==> src/rtl/etp_pkg.sv <==
// Package for the EDT shaper and token policer.
// Holds shared widths, constants, state types and the arithmetic unit request.
// No dependencies.
package etp_pkg;

    localparam int unsigned LEN_W     = 16;
    localparam int unsigned TIME_W    = 64;
    localparam int unsigned CFG_W     = 40;
    localparam int unsigned RATE_W    = CFG_W - 3;
    localparam int unsigned MPLIER_W  = 30;
    localparam int unsigned ACC_W     = RATE_W + MPLIER_W;
    localparam int unsigned CNT_W     = 7;

    localparam logic [CFG_W-1:0]    HORIZON_RST = 40'd2000000000;
    localparam logic [TIME_W-1:0]   NS_PER_SEC  = 64'd1000000000;

    typedef enum logic [1:0] {
        REG_EGRESS_RATE  = 2'd0,
        REG_INGRESS_RATE = 2'd1,
        REG_DROP_HORIZON = 2'd2,
        REG_NONE         = 2'd3
    } cfg_index_t;

    typedef enum logic [2:0] {
        ST_IDLE,
        ST_SETUP,
        ST_CALC,
        ST_FIN1,
        ST_FIN2
    } etp_state_t;

    typedef enum logic [1:0] {
        PH_IDLE,
        PH_MUL,
        PH_DIV
    } md_phase_t;

    typedef struct packed {
        logic                start;
        logic [RATE_W-1:0]   mcand;
        logic [MPLIER_W-1:0] mplier;
        logic [RATE_W-1:0]   divisor;
    } md_req_t;

    typedef struct packed {
        logic             done;
        logic [ACC_W-1:0] quot;
    } md_rsp_t;

endpackage

==> src/rtl/etp_muldiv.sv <==
// Bit-serial multiply then divide unit: quot = (mcand * mplier) / divisor.
// One multiplier bit per cycle, then one quotient bit per cycle (restoring).
// Depends on etp_pkg.
module etp_muldiv
    import etp_pkg::*;
(
    input  logic    clk,
    input  logic    rst_n,
    input  md_req_t req,
    output md_rsp_t rsp
);

    md_phase_t           phase_reg, phase_next;
    logic [CNT_W-1:0]    cnt_reg, cnt_next;
    logic [RATE_W-1:0]   mcand_reg, mcand_next;
    logic [MPLIER_W-1:0] mplier_reg, mplier_next;
    logic [RATE_W-1:0]   divisor_reg, divisor_next;
    logic [ACC_W-1:0]    acc_reg, acc_next;
    logic [RATE_W-1:0]   rem_reg, rem_next;
    logic                done_reg, done_next;
    logic [RATE_W:0]     trial;
    logic                fits;

    localparam logic [CNT_W-1:0] MUL_LAST = CNT_W'(MPLIER_W - 1);
    localparam logic [CNT_W-1:0] DIV_LAST = CNT_W'(ACC_W - 1);

    assign trial = {rem_reg, acc_reg[ACC_W-1]};
    assign fits  = trial >= {1'b0, divisor_reg};

    // Phase sequencing
    always_comb
    begin
        phase_next = phase_reg;
        case (phase_reg)
            PH_IDLE:
            begin
                if (req.start)
                    phase_next = PH_MUL;
            end
            PH_MUL:
            begin
                if (cnt_reg == MUL_LAST)
                    phase_next = PH_DIV;
            end
            PH_DIV:
            begin
                if (cnt_reg == DIV_LAST)
                    phase_next = PH_IDLE;
            end
            default: phase_next = PH_IDLE;
        endcase
    end

    // Shift and add, then shift and subtract
    always_comb
    begin
        cnt_next     = cnt_reg;
        mcand_next   = mcand_reg;
        mplier_next  = mplier_reg;
        divisor_next = divisor_reg;
        acc_next     = acc_reg;
        rem_next     = rem_reg;
        done_next    = 1'b0;
        case (phase_reg)
            PH_IDLE:
            begin
                if (req.start)
                begin
                    mcand_next   = req.mcand;
                    mplier_next  = req.mplier;
                    divisor_next = req.divisor;
                    acc_next     = '0;
                    cnt_next     = '0;
                end
            end
            PH_MUL:
            begin
                acc_next    = {acc_reg[ACC_W-2:0], 1'b0}
                              + (mplier_reg[MPLIER_W-1] ? ACC_W'(mcand_reg) : '0);
                mplier_next = {mplier_reg[MPLIER_W-2:0], 1'b0};
                rem_next    = '0;
                cnt_next    = (cnt_reg == MUL_LAST) ? '0 : cnt_reg + 1'b1;
            end
            PH_DIV:
            begin
                rem_next  = fits ? RATE_W'(trial - {1'b0, divisor_reg}) : trial[RATE_W-1:0];
                acc_next  = {acc_reg[ACC_W-2:0], fits};
                cnt_next  = cnt_reg + 1'b1;
                done_next = (cnt_reg == DIV_LAST);
            end
            default: ;
        endcase
    end

    always_ff @(posedge clk or negedge rst_n)
    begin
        if (!rst_n)
        begin
            phase_reg <= PH_IDLE;
            cnt_reg   <= '0;
            done_reg  <= 1'b0;
        end
        else
        begin
            phase_reg <= phase_next;
            cnt_reg   <= cnt_next;
            done_reg  <= done_next;
        end
    end

    always_ff @(posedge clk)
    begin
        mcand_reg   <= mcand_next;
        mplier_reg  <= mplier_next;
        divisor_reg <= divisor_next;
        acc_reg     <= acc_next;
        rem_reg     <= rem_next;
    end

    assign rsp.done = done_reg;
    assign rsp.quot = acc_reg;

endmodule

==> src/rtl/edt_shaper_token_policer.sv <==
// Top level of the EDT shaper and token policer for one subscriber.
// Depends on etp_pkg and etp_muldiv.
//
// Usage: one request on the s_ side is one packet; one result on the m_ side
// gives its verdict. s_tuser carries the direction (1 egress, 0 ingress).
// Egress packets get a departure slot from the last slot plus
// length * 1e9 / byte rate; ingress packets draw on a token bucket refilled
// by rate * elapsed / 1e9. Both products and quotients come from one shared
// bit-serial unit, which multiplies first and then divides.
// A computed packet passes through setup, the serial unit and two finishing
// steps before its result; setup goes straight to the final step when the
// direction's rate is below 8 bps or when ingress needs no refill arithmetic.
// One packet is worked on at a time: the next request is not accepted until
// the current packet has left its final step.
// The result sits in an output register; the next request is accepted while
// it waits. If the receiver stalls, the block holds the next result in its
// final step and commits no state until that result is taken.
// Reset clears the rates and all subscriber state, and sets the drop horizon
// to 2 s. Configuration is written through cfg_we / cfg_index / cfg_data
// by the user only while the block is idle; the block does not enforce it.
module edt_shaper_token_policer
    import etp_pkg::*;
(
    input  logic                  clk,
    input  logic                  rst_n,
    input  logic                  s_tvalid,
    output logic                  s_tready,
    // [15:0] packet_length, [79:16] now_ns, [143:80] requested_departure_ns
    input  logic [143:0]          s_tdata,
    // [0] is_egress
    input  logic                  s_tuser,
    output logic                  m_tvalid,
    input  logic                  m_tready,
    // [63:0] departure_ns
    output logic [TIME_W-1:0]     m_tdata,
    // [0] drop, [1] stamp_valid
    output logic [1:0]            m_tuser,
    input  logic                  cfg_we,
    input  logic [1:0]            cfg_index,
    input  logic [CFG_W-1:0]      cfg_data
);

    etp_state_t state_reg, state_next;

    logic [CFG_W-1:0]  erate_reg, irate_reg, horizon_reg;
    logic [TIME_W-1:0] last_slot_reg, last_slot_next;
    logic [TIME_W-1:0] last_time_reg, last_time_next;
    logic [CFG_W-1:0]  tokens_reg, tokens_next;

    logic              egr_reg, egr_next;
    logic [LEN_W-1:0]  len_reg, len_next;
    logic [TIME_W-1:0] now_reg, now_next;
    logic [TIME_W-1:0] rq_reg, rq_next;
    logic [TIME_W-1:0] base_reg, base_next;
    logic [TIME_W-1:0] slot_reg, slot_next;
    logic [CFG_W-1:0]  tmp_reg, tmp_next;
    logic              bypass_reg, bypass_next;

    logic              ovalid_reg, ovalid_next;
    logic              odrop_reg, odrop_next;
    logic              ostamp_reg, ostamp_next;
    logic [TIME_W-1:0] odep_reg, odep_next;

    logic [RATE_W-1:0] rate_e, rate_i;
    logic [TIME_W-1:0] elapsed;
    logic [CFG_W:0]    tok_sum;
    logic              out_free;
    logic              accept;
    md_req_t           md_req;
    md_rsp_t           md_rsp;

    assign rate_e   = erate_reg[CFG_W-1:3];
    assign rate_i   = irate_reg[CFG_W-1:3];
    assign elapsed  = now_reg - last_time_reg;
    assign tok_sum  = {1'b0, tokens_reg} + (CFG_W+1)'(md_rsp.quot[RATE_W-1:0]);
    assign out_free = !ovalid_reg || m_tready;
    assign s_tready = (state_reg == ST_IDLE);
    assign accept   = s_tvalid && s_tready;

    etp_muldiv u_muldiv
    (
        .clk   (clk),
        .rst_n (rst_n),
        .req   (md_req),
        .rsp   (md_rsp)
    );

    // Configuration writes
    always_ff @(posedge clk or negedge rst_n)
    begin
        if (!rst_n)
        begin
            erate_reg   <= '0;
            irate_reg   <= '0;
            horizon_reg <= HORIZON_RST;
        end
        else if (cfg_we)
        begin
            case (cfg_index_t'(cfg_index))
                REG_EGRESS_RATE:  erate_reg   <= cfg_data;
                REG_INGRESS_RATE: irate_reg   <= cfg_data;
                REG_DROP_HORIZON: horizon_reg <= cfg_data;
                default: ;
            endcase
        end
    end

    // Next state
    always_comb
    begin
        state_next = state_reg;
        case (state_reg)
            ST_IDLE:
            begin
                if (accept)
                    state_next = ST_SETUP;
            end
            ST_SETUP:
            begin
                if (egr_reg)
                    state_next = (rate_e == '0) ? ST_FIN2 : ST_CALC;
                else if (rate_i == '0 || elapsed == '0 || elapsed >= NS_PER_SEC)
                    state_next = ST_FIN2;
                else
                    state_next = ST_CALC;
            end
            ST_CALC:
            begin
                if (md_rsp.done)
                    state_next = ST_FIN1;
            end
            ST_FIN1: state_next = ST_FIN2;
            ST_FIN2:
            begin
                if (out_free)
                    state_next = ST_IDLE;
            end
            default: state_next = ST_IDLE;
        endcase
    end

    // Datapath and outputs
    always_comb
    begin
        egr_next       = egr_reg;
        len_next       = len_reg;
        now_next       = now_reg;
        rq_next        = rq_reg;
        base_next      = base_reg;
        slot_next      = slot_reg;
        tmp_next       = tmp_reg;
        bypass_next    = bypass_reg;
        last_slot_next = last_slot_reg;
        last_time_next = last_time_reg;
        tokens_next    = tokens_reg;
        ovalid_next    = ovalid_reg && !m_tready;
        odrop_next     = odrop_reg;
        ostamp_next    = ostamp_reg;
        odep_next      = odep_reg;
        md_req         = '0;
        case (state_reg)
            ST_IDLE:
            begin
                if (accept)
                begin
                    egr_next = s_tuser;
                    len_next = s_tdata[15:0];
                    now_next = s_tdata[79:16];
                    rq_next  = s_tdata[143:80];
                end
            end
            ST_SETUP:
            begin
                base_next   = (rq_reg < now_reg) ? now_reg : rq_reg;
                bypass_next = 1'b0;
                tmp_next    = tokens_reg;
                if (egr_reg)
                begin
                    bypass_next    = (rate_e == '0);
                    md_req.start   = (rate_e != '0);
                    md_req.mcand   = RATE_W'(NS_PER_SEC);
                    md_req.mplier  = MPLIER_W'(len_reg);
                    md_req.divisor = rate_e;
                end
                else if (rate_i == '0)
                    bypass_next = 1'b1;
                else if (elapsed >= NS_PER_SEC)
                    tmp_next = CFG_W'(rate_i);
                else if (elapsed != '0)
                begin
                    md_req.start   = 1'b1;
                    md_req.mcand   = rate_i;
                    md_req.mplier  = elapsed[MPLIER_W-1:0];
                    md_req.divisor = RATE_W'(NS_PER_SEC);
                end
            end
            ST_FIN1:
            begin
                // slot from last slot plus serial delay, or capped refill
                slot_next = last_slot_reg + md_rsp.quot[TIME_W-1:0];
                tmp_next  = (tok_sum > (CFG_W+1)'(rate_i)) ? CFG_W'(rate_i)
                                                           : tok_sum[CFG_W-1:0];
            end
            ST_FIN2:
            begin
                if (out_free)
                begin
                    ovalid_next = 1'b1;
                    odrop_next  = 1'b0;
                    ostamp_next = 1'b0;
                    odep_next   = '0;
                    if (bypass_reg)
                        ;
                    else if (egr_reg)
                    begin
                        if (slot_reg <= base_reg)
                            last_slot_next = base_reg;
                        else if ((slot_reg - now_reg) >= TIME_W'(horizon_reg))
                            odrop_next = 1'b1;
                        else
                        begin
                            last_slot_next = slot_reg;
                            ostamp_next    = 1'b1;
                            odep_next      = slot_reg;
                        end
                    end
                    else
                    begin
                        last_time_next = now_reg;
                        if (tmp_reg >= CFG_W'(len_reg))
                            tokens_next = tmp_reg - CFG_W'(len_reg);
                        else
                        begin
                            tokens_next = tmp_reg;
                            odrop_next  = 1'b1;
                        end
                    end
                end
            end
            default: ;
        endcase
    end

    always_ff @(posedge clk or negedge rst_n)
    begin
        if (!rst_n)
        begin
            state_reg     <= ST_IDLE;
            ovalid_reg    <= 1'b0;
            last_slot_reg <= '0;
            last_time_reg <= '0;
            tokens_reg    <= '0;
        end
        else
        begin
            state_reg     <= state_next;
            ovalid_reg    <= ovalid_next;
            last_slot_reg <= last_slot_next;
            last_time_reg <= last_time_next;
            tokens_reg    <= tokens_next;
        end
    end

    always_ff @(posedge clk)
    begin
        egr_reg    <= egr_next;
        len_reg    <= len_next;
        now_reg    <= now_next;
        rq_reg     <= rq_next;
        base_reg   <= base_next;
        slot_reg   <= slot_next;
        tmp_reg    <= tmp_next;
        bypass_reg <= bypass_next;
        odrop_reg  <= odrop_next;
        ostamp_reg <= ostamp_next;
        odep_reg   <= odep_next;
    end

    assign m_tvalid = ovalid_reg;
    assign m_tdata  = odep_reg;
    assign m_tuser  = {ostamp_reg, odrop_reg};

    // A request is always followed by the setup step
    a_accept_setup: assert property (@(posedge clk) disable iff (!rst_n)
        accept |=> state_reg == ST_SETUP)
        else $error("accepted request did not enter setup");

    // The serial unit only finishes while the controller waits for it
    a_done_in_calc: assert property (@(posedge clk) disable iff (!rst_n)
        md_rsp.done |-> state_reg == ST_CALC)
        else $error("serial unit finished outside calc");

    // A result is never both dropped and stamped
    a_drop_stamp: assert property (@(posedge clk) disable iff (!rst_n)
        m_tvalid |-> !(m_tuser[0] && m_tuser[1]))
        else $error("result both dropped and stamped");

    // A new result only appears out of the final step
    a_result_src: assert property (@(posedge clk) disable iff (!rst_n)
        $rose(m_tvalid) |-> $past(state_reg) == ST_FIN2)
        else $error("result loaded outside final step");

endmodule
==> config.mk <==
export PLATFORM = sky130hd
export DESIGN_NAME = edt_shaper_token_policer
export DESIGN_NICKNAME = d
export VERILOG_FILES = /design/src/rtl/etp_pkg.sv /design/src/rtl/etp_muldiv.sv /design/src/rtl/edt_shaper_token_policer.sv
export SDC_FILE = /design/constraint.sdc
export NUM_CORES = 2
export LEC_CHECK = 0
export ABC_AREA = 1
export ABC_CLOCK_PERIOD_IN_PS = 10800
export BUFFER_PORTS_ARGS = -buffer_cell sky130_fd_sc_hd__clkbuf_2
export CAP_MARGIN = 20
export CORE_MARGIN = 2
export CORE_UTILIZATION = 55
export DETAILED_ROUTE_END_ITERATION = 10
export PLACE_DENSITY_LB_ADDON = 0.2
export SKIP_LAST_GASP = 1
export SLEW_MARGIN = 20
export SYNTH_ARGS = -nofsm -noshare
export SYNTH_HDL_FRONTEND = slang
export SYNTH_SLANG_ARGS = --single-unit
==> constraint.sdc <==
create_clock -name clk -period 10.8 [get_ports clk]
set_input_delay 1.62 -clock clk [delete_from_list [all_inputs] [get_ports clk]]
set_output_delay 1.62 -clock clk [all_outputs]
set_load 0.01 [all_outputs]
# --- Yosys cells after proc, flatten, opt, wreduce, memory -nomap -nowiden ---
# Cells that the tools add are included.
totals:
  output_inout_bits: 68
  reg_bits: 890
  word_cells: 143
op_classes:
  n_reduce_logical: 34
  eq_ne: 17
  n_lt_le_gt_ge: 7
  addsub: 8
  n_bitwise: 4
  n_mux: 45
op_table:
  columns: ["operator", "n"]
  rows:
  - ["$mux 105", 5]
  - ["$pmux 67 s3", 1]
  - ["$mux 40", 5]
  - ["$mux 64", 3]
  - ["$sub 64x64->64", 2]
  - ["$pmux 40 s2", 1]
  - ["$logic_not 37->1", 2]
  - ["$mux 37", 2]
  - ["$pmux 37 s2", 1]
  - ["$add 67x67->67", 1]
  - ["$mux 67", 1]
  - ["$add 64x64->64", 1]
  - ["$ge 64x30->1 const B", 1]
  - ["$ge 64x40->1", 1]
  - ["$le 64x64->1", 1]
  - ["$logic_not 64->1", 1]
  - ["$lt 64x64->1", 1]
  - ["$reduce_bool 64->1", 1]
  - ["$pmux 30 s2", 1]
  - ["$add 40x37->41", 1]
  - ["$gt 41x37->1", 1]
  - ["$ge 40x16->1", 1]
  - ["$sub 40x16->40", 1]
  - ["$ge 38x37->1", 1]
  - ["35 further kinds", 78]

# --- Depth between registers and ports, before layout ---
depth:
  ltp_word: 9
  mapped_depth: 33

# --- By module ---
# From an unflattened synthesis, not the netlist that was laid out.
unflattened:
  hier_cells: 9534
  area_unflattened_um2: 68029.0
by_module_without_submodules:
  columns: ["mod", "area_per_inst_um2", "n_inst", "seq_area_each_um2", "cells_per_inst"]
  rows:
  - ["edt_shaper_token_policer", 52449.1, 1, 18584.1, 7362]
  - ["etp_muldiv", 15579.9, 1, 6496.2, 2172]

# --- Worst setup path before layout ---
# No wires, ideal clock.
synth_path:
  path_kind: "input -> register"
  start: "input s_tvalid"
  end: "register egr_reg (enable)"
  slack_ns: -1.411
  required_time_ns: 9.973
  arrival_time_ns: 11.384
  path_stages: 2
  path_buffers: 0
  setup_time_ns: 0.827
  path_cell_list: "inv_1 -> nor3_1"
synth_via:
  elab_chain_len: 2
synth_lines:
  columns: ["item", "line_no", "rtl"]
  rows:
  - ["start, declared", "edt_shaper_token_policer.sv:26", "input logic s_tvalid,"]
  - ["$logic_and 1x1->1", "edt_shaper_token_policer.sv:78", "assign accept = s_tvalid && s_tready;"]
  - ["$reduce_and 2->1 (no source line)", null, null]
  - ["end signal, assigned", "edt_shaper_token_policer.sv:266", "egr_reg <= egr_next;"]
  - ["end, declared", "edt_shaper_token_policer.sv:50", "logic egr_reg, egr_next;"]
# No other way between the ends.
# A chain may end at the register's enable or synchronous reset.

# --- Final worst setup path ---
layout_path:
  start: "register u_muldiv.acc_reg[2]"
  end: "register tmp_reg[7], data pin"
layout_via:
  elab_chain_len: 4
layout_lines:
  columns: ["item", "line_no", "rtl"]
  rows:
  - ["start, declared", "etp_muldiv.sv:18", "logic [ACC_W-1:0] acc_reg, acc_next;"]
  - ["start signal, assigned", "etp_muldiv.sv:116", "acc_reg <= acc_next;"]
  - ["$add 40x37->41 *", "edt_shaper_token_policer.sv:75", "assign tok_sum = {1'b0, tokens_reg} + (CFG_W+1)'(md_rsp.quot[RATE_W-1:0]);"]
  - ["$gt 41x37->1", "edt_shaper_token_policer.sv:201", "tmp_next = (tok_sum > (CFG_W+1)'(rate_i)) ? CFG_W'(rate_i)"]
  - ["$mux 40 *", "edt_shaper_token_policer.sv:201", null]
  - ["$pmux 40 s2 *", "edt_shaper_token_policer.sv:161", "case (state_reg)"]
  - ["named net tmp_next[7]", "edt_shaper_token_policer.sv:56", "logic [CFG_W-1:0] tmp_reg, tmp_next;"]
  - ["end signal, assigned", "edt_shaper_token_policer.sv:272", "tmp_reg <= tmp_next;"]
  - ["end, declared", "edt_shaper_token_policer.sv:56", null]
# Mark *: on every way through the listed nets, which the timed path passes. The rest lies on a longest branch.

==> run_results.csv <==
group,metric,value,unit
outcome,status,"completed",
detailed_routing,drc,0,
power,p_sw_share,51.80,%
clock_network,cts_sinks,884,
power,power_leakage,0.03359,µW
critical_path,critPathRequiredTime,11.41,ns
timing,worst_clock_skew,0.04114,ns
timing,slew_headroom,24.77,%
timing,setup_tns,0,ns
grt,grt_busiest_layer,"met2",
placement,place_inst,10190,
logic_synthesis,yosysMostFrequentCell,"nand2_1",
detailed_routing,drtIter0Drc,7494,
placement,port_buffers,259,
clock_network,h-tree-depth,3,
power,p_int,11030,µW
placement,dp_slack,5.137,ns
logic_synthesis,synth_fp_nets,9289,
critical_path,worstPathArrival,6.52,ns
logic_synthesis,synth_top_area_share,27.39,%
layout,seq_area,0.02508,mm²
timing,period_needed,5.909,ns
floorplanning,die_area,0.1200,mm²
floorplanning,die_y,346.3,µm
floorplanning,io_pins,260,
detailed_routing,dr_total_vias,60930,
worst_hold_path,hp-class,"reg -> reg",
clock_network,clockRootBuffer,"clkbuf_16",
grt,grt_use_total,39.78,%
critical_path,path_common_cell,"nand2_1",
critical_path,r2r-end,"tmp_reg[7]$_DFFE_PP_",
logic_synthesis,yosysUniqueCellTypes,70,
critical_path,worst-path-buf-inv,2,
power,finalPower,22880,µW
critical_path,critPathTopFamily,"compound AO/OA/AOI/OAI gates",
power,p_comb_share,56.9,%
timing,rsz0062_at_grt,"no",
logic_synthesis,synthTopCellsByCount,"nand2_1, inv_1, nor2_1, a21oi_1, o21ai_0",
critical_path,cp-startpoint,"u_muldiv.acc_reg[2]$_DFFE_PP_",
logic_synthesis,synthFlopType,"edfxtp_1",
logic_synthesis,syn_inst,8564,
logic_synthesis,synthArstFlopShare,33.48,%
clock_network,postCtsHoldBufs,0,
clock_network,clk_transition_reported_paths,0.07,ns
power,clkPwrFrac,15.6,%
critical_path,crit_path_end,"tmp_reg[7]$_DFFE_PP_",
critical_path,critical_path.slowest_cell,"nand3_2",
grt,met2_usage,62.16,%
logic_synthesis,synth_seq_cells,884,
timing,slew_violations,0,
clock_network,clockBufferDepth,3,
floorplanning,fp.dieW,346.3,µm
clock_network,cts_tree,"yes",
critical_path,ff2ff_path_depth,26,
detailed_routing,routed_via_density,5.868,
critical_path,critPathKind,"reg -> reg",
layout,fin_util,60.79,%
logic_synthesis,synth_edf_count,588,
logic_synthesis,syn_area,0.06446,mm²
layout,area_delta_synth_final,9.587,%
logic_synthesis,synth_area_leader_cell,"edfxtp_1",
timing,fmax,169.2,MHz
timing,setup_viol,0,
power,p_sw,11850,µW
timing,period_share,54.72,%
logic_synthesis,yosys_warnings,0,
timing,worst_slew_pin_slew,1.126,ns
timing,finalHoldViolCount,0,
clock_network,post_cts_buffers,0,
logic_synthesis,synth_area_per_cell,7.527,µm²
layout,largest_reg_flops,67,
job,maxCapViolations,0,
layout,layout.cells.non_filler,10380,
grt,grt_overflow,0,
placement,place_hpwl,194200,µm
floorplanning,initial_core_util,55.47,%
detailed_routing,ant_nets,0,
clock_network,numCtsBuffers,98,
grt,grt_pass1_vias,57190,
critical_path,cp-end-kind,"flop",
logic_synthesis,netlist_top_cells_area,"edfxtp_1, nand2_1, dfrtp_1, ha_1, inv_1",
placement,finalWeightedCongestion,1.058,
clock_network,cts_resized,0,
detailed_routing,dr.pass1.iters,8,
critical_path,rr_startpoint,"u_muldiv.acc_reg[2]$_DFFE_PP_",
detailed_routing,drt-total-wl,241900,µm
critical_path,crit_cells,26,
layout,fillers,10640,
layout,multi_input_area,0.03340,mm²
grt,use_met3,7.364,%
critical_path,max_stage_delay,0.70,ns
critical_path,crit_fanout,37,
floorplanning,core-area,0.1162,mm²
floorplanning,rows,125,
grt,grt_max_degree,141,
grt,grtUsageMet1,54.27,%
layout,layout.nets,9493,
power,p_seq_share,27.5,%
grt,grt_pass1_wl,358700,µm
power,ir_drop,213.0,µV
layout,layout-drive-gt1-share,7.569,%
grt,antenna_found_initial,10,
detailed_routing,post_drt_wl_per_cell,23.30,µm
timing,layout_setup_ws,4.891,ns
critical_path,start_kind,"flop",
critical_path,rrSetupSlack,4.89,ns
logic_synthesis,ys_seq_area_share,38.91,%
power,power.density,323.8,mW/mm²
clock_network,clkLatencyLatePin,0.75,ns
worst min-delay path: cells and delay by family, from the launching register on:
| kind | cells | cell delay [ns] |
|---|---|---|
| AO/OA/AOI/OAI | 1 | 0.06 |
| AND/OR/NAND/NOR | 1 | 0.05 |
| flip-flops | 1 | 0.34 |
worst min-delay path by stage:
stage | startpoint | to | slack [ns] | cells past startpoint
after floorplan | last_slot_reg[0]$_DFFE_PN0P_ | last_slot_reg[0]$_DFFE_PN0P_ | 0.45 | 2
after global placement | irate_reg[30]$_DFFE_PN0P_ | irate_reg[30]$_DFFE_PN0P_ | 0.47 | 2
after detailed placement | irate_reg[39]$_DFFE_PN0P_ | irate_reg[39]$_DFFE_PN0P_ | 0.47 | 2
after CTS | irate_reg[39]$_DFFE_PN0P_ | irate_reg[39]$_DFFE_PN0P_ | 0.49 | 2
after global routing | horizon_reg[27]$_DFFE_PN0P_ | horizon_reg[27]$_DFFE_PN0P_ | 0.51 | 2
final | erate_reg[15]$_DFFE_PN0P_ | erate_reg[15]$_DFFE_PN0P_ | 0.49 | 2
cell type report:
type                       instances  share of cell area (%)
timing repair buffer             299                   2.315
clock inverter                    60                  0.9352
antenna                            8                 0.02834
clock buffer                     124                   3.888
tap                             1524                   2.699
inverter                        1382                   7.347
sequential                       884                   35.50
multi-input combinational       6103                   47.28
cells by family after synthesis:
logic type	share of synthesized area [%]
compound gates	14.26
xor+xnor	2.880
fa+ha+maj	10.43
buf+inv	9.472
flops	38.91
mux	0.01747
simple gates	24.04
layout by cell type (no fill, tap or decap), drive strengths merged, types with 14 or more instances in the layout:
cell | synthesis | final
nand3 | 360 | 360
nor2 | 758 | 758
o22ai | 15 | 15
inv | 1377 | 1396
o21a | 31 | 31
dfrtp | 283 | 283
or2 | 14 | 14
edfxtp | 588 | 588
nand2 | 2219 | 2219
nand4 | 127 | 127
o31ai | 18 | 18
nand3b | 37 | 37
nor3 | 81 | 81
o21ai | 706 | 706
a21oi | 690 | 690
xnor2 | 76 | 76
a21o | 23 | 23
a31oi | 44 | 44
ha | 526 | 526
a21boi | 14 | 14
o211ai | 58 | 58
clkinv | 5 | 34
buf | 58 | 41
a221oi | 14 | 14
nor4 | 57 | 57
o21bai | 17 | 17
a211oi | 21 | 21
clkbuf | 137 | 382
xor2 | 136 | 136
power groups by stage:
stage	clock (µW)	sequential (µW)	combinational, µW
6_report	3570	6280	13000
5_1_grt	3710	6310	14400
4_1_cts	3590	6210	12700
3_5_place_dp	0	6260	12600
3_3_place_gp	0	6250	12500
2_1_floorplan	0	5660	8940
per-layer routing:
| layer | wire (µm) | part of all wire, % | vias to the layer above |
|---|---|---|---|
| met5 | 0 | 0 | - |
| li1 | - | - | 28820 |
| met2 | 106500 | 44 | 3172 |
| met3 | 23620 | 9.8 | 503 |
| met4 | 11990 | 5.0 | 0 |
| met1 | 99770 | 41 | 28440 |
per-stage QoR:
stage                     hold WS [ns]  area [µm²]
after detailed placement        0.4732       67210
after CTS                       0.4887       70610
after global routing            0.5053       70630
final                           0.4894       70640
after floorplan                 0.4483       64470
after global placement          0.4664       67210
Power figures use the tool's default switching activity.
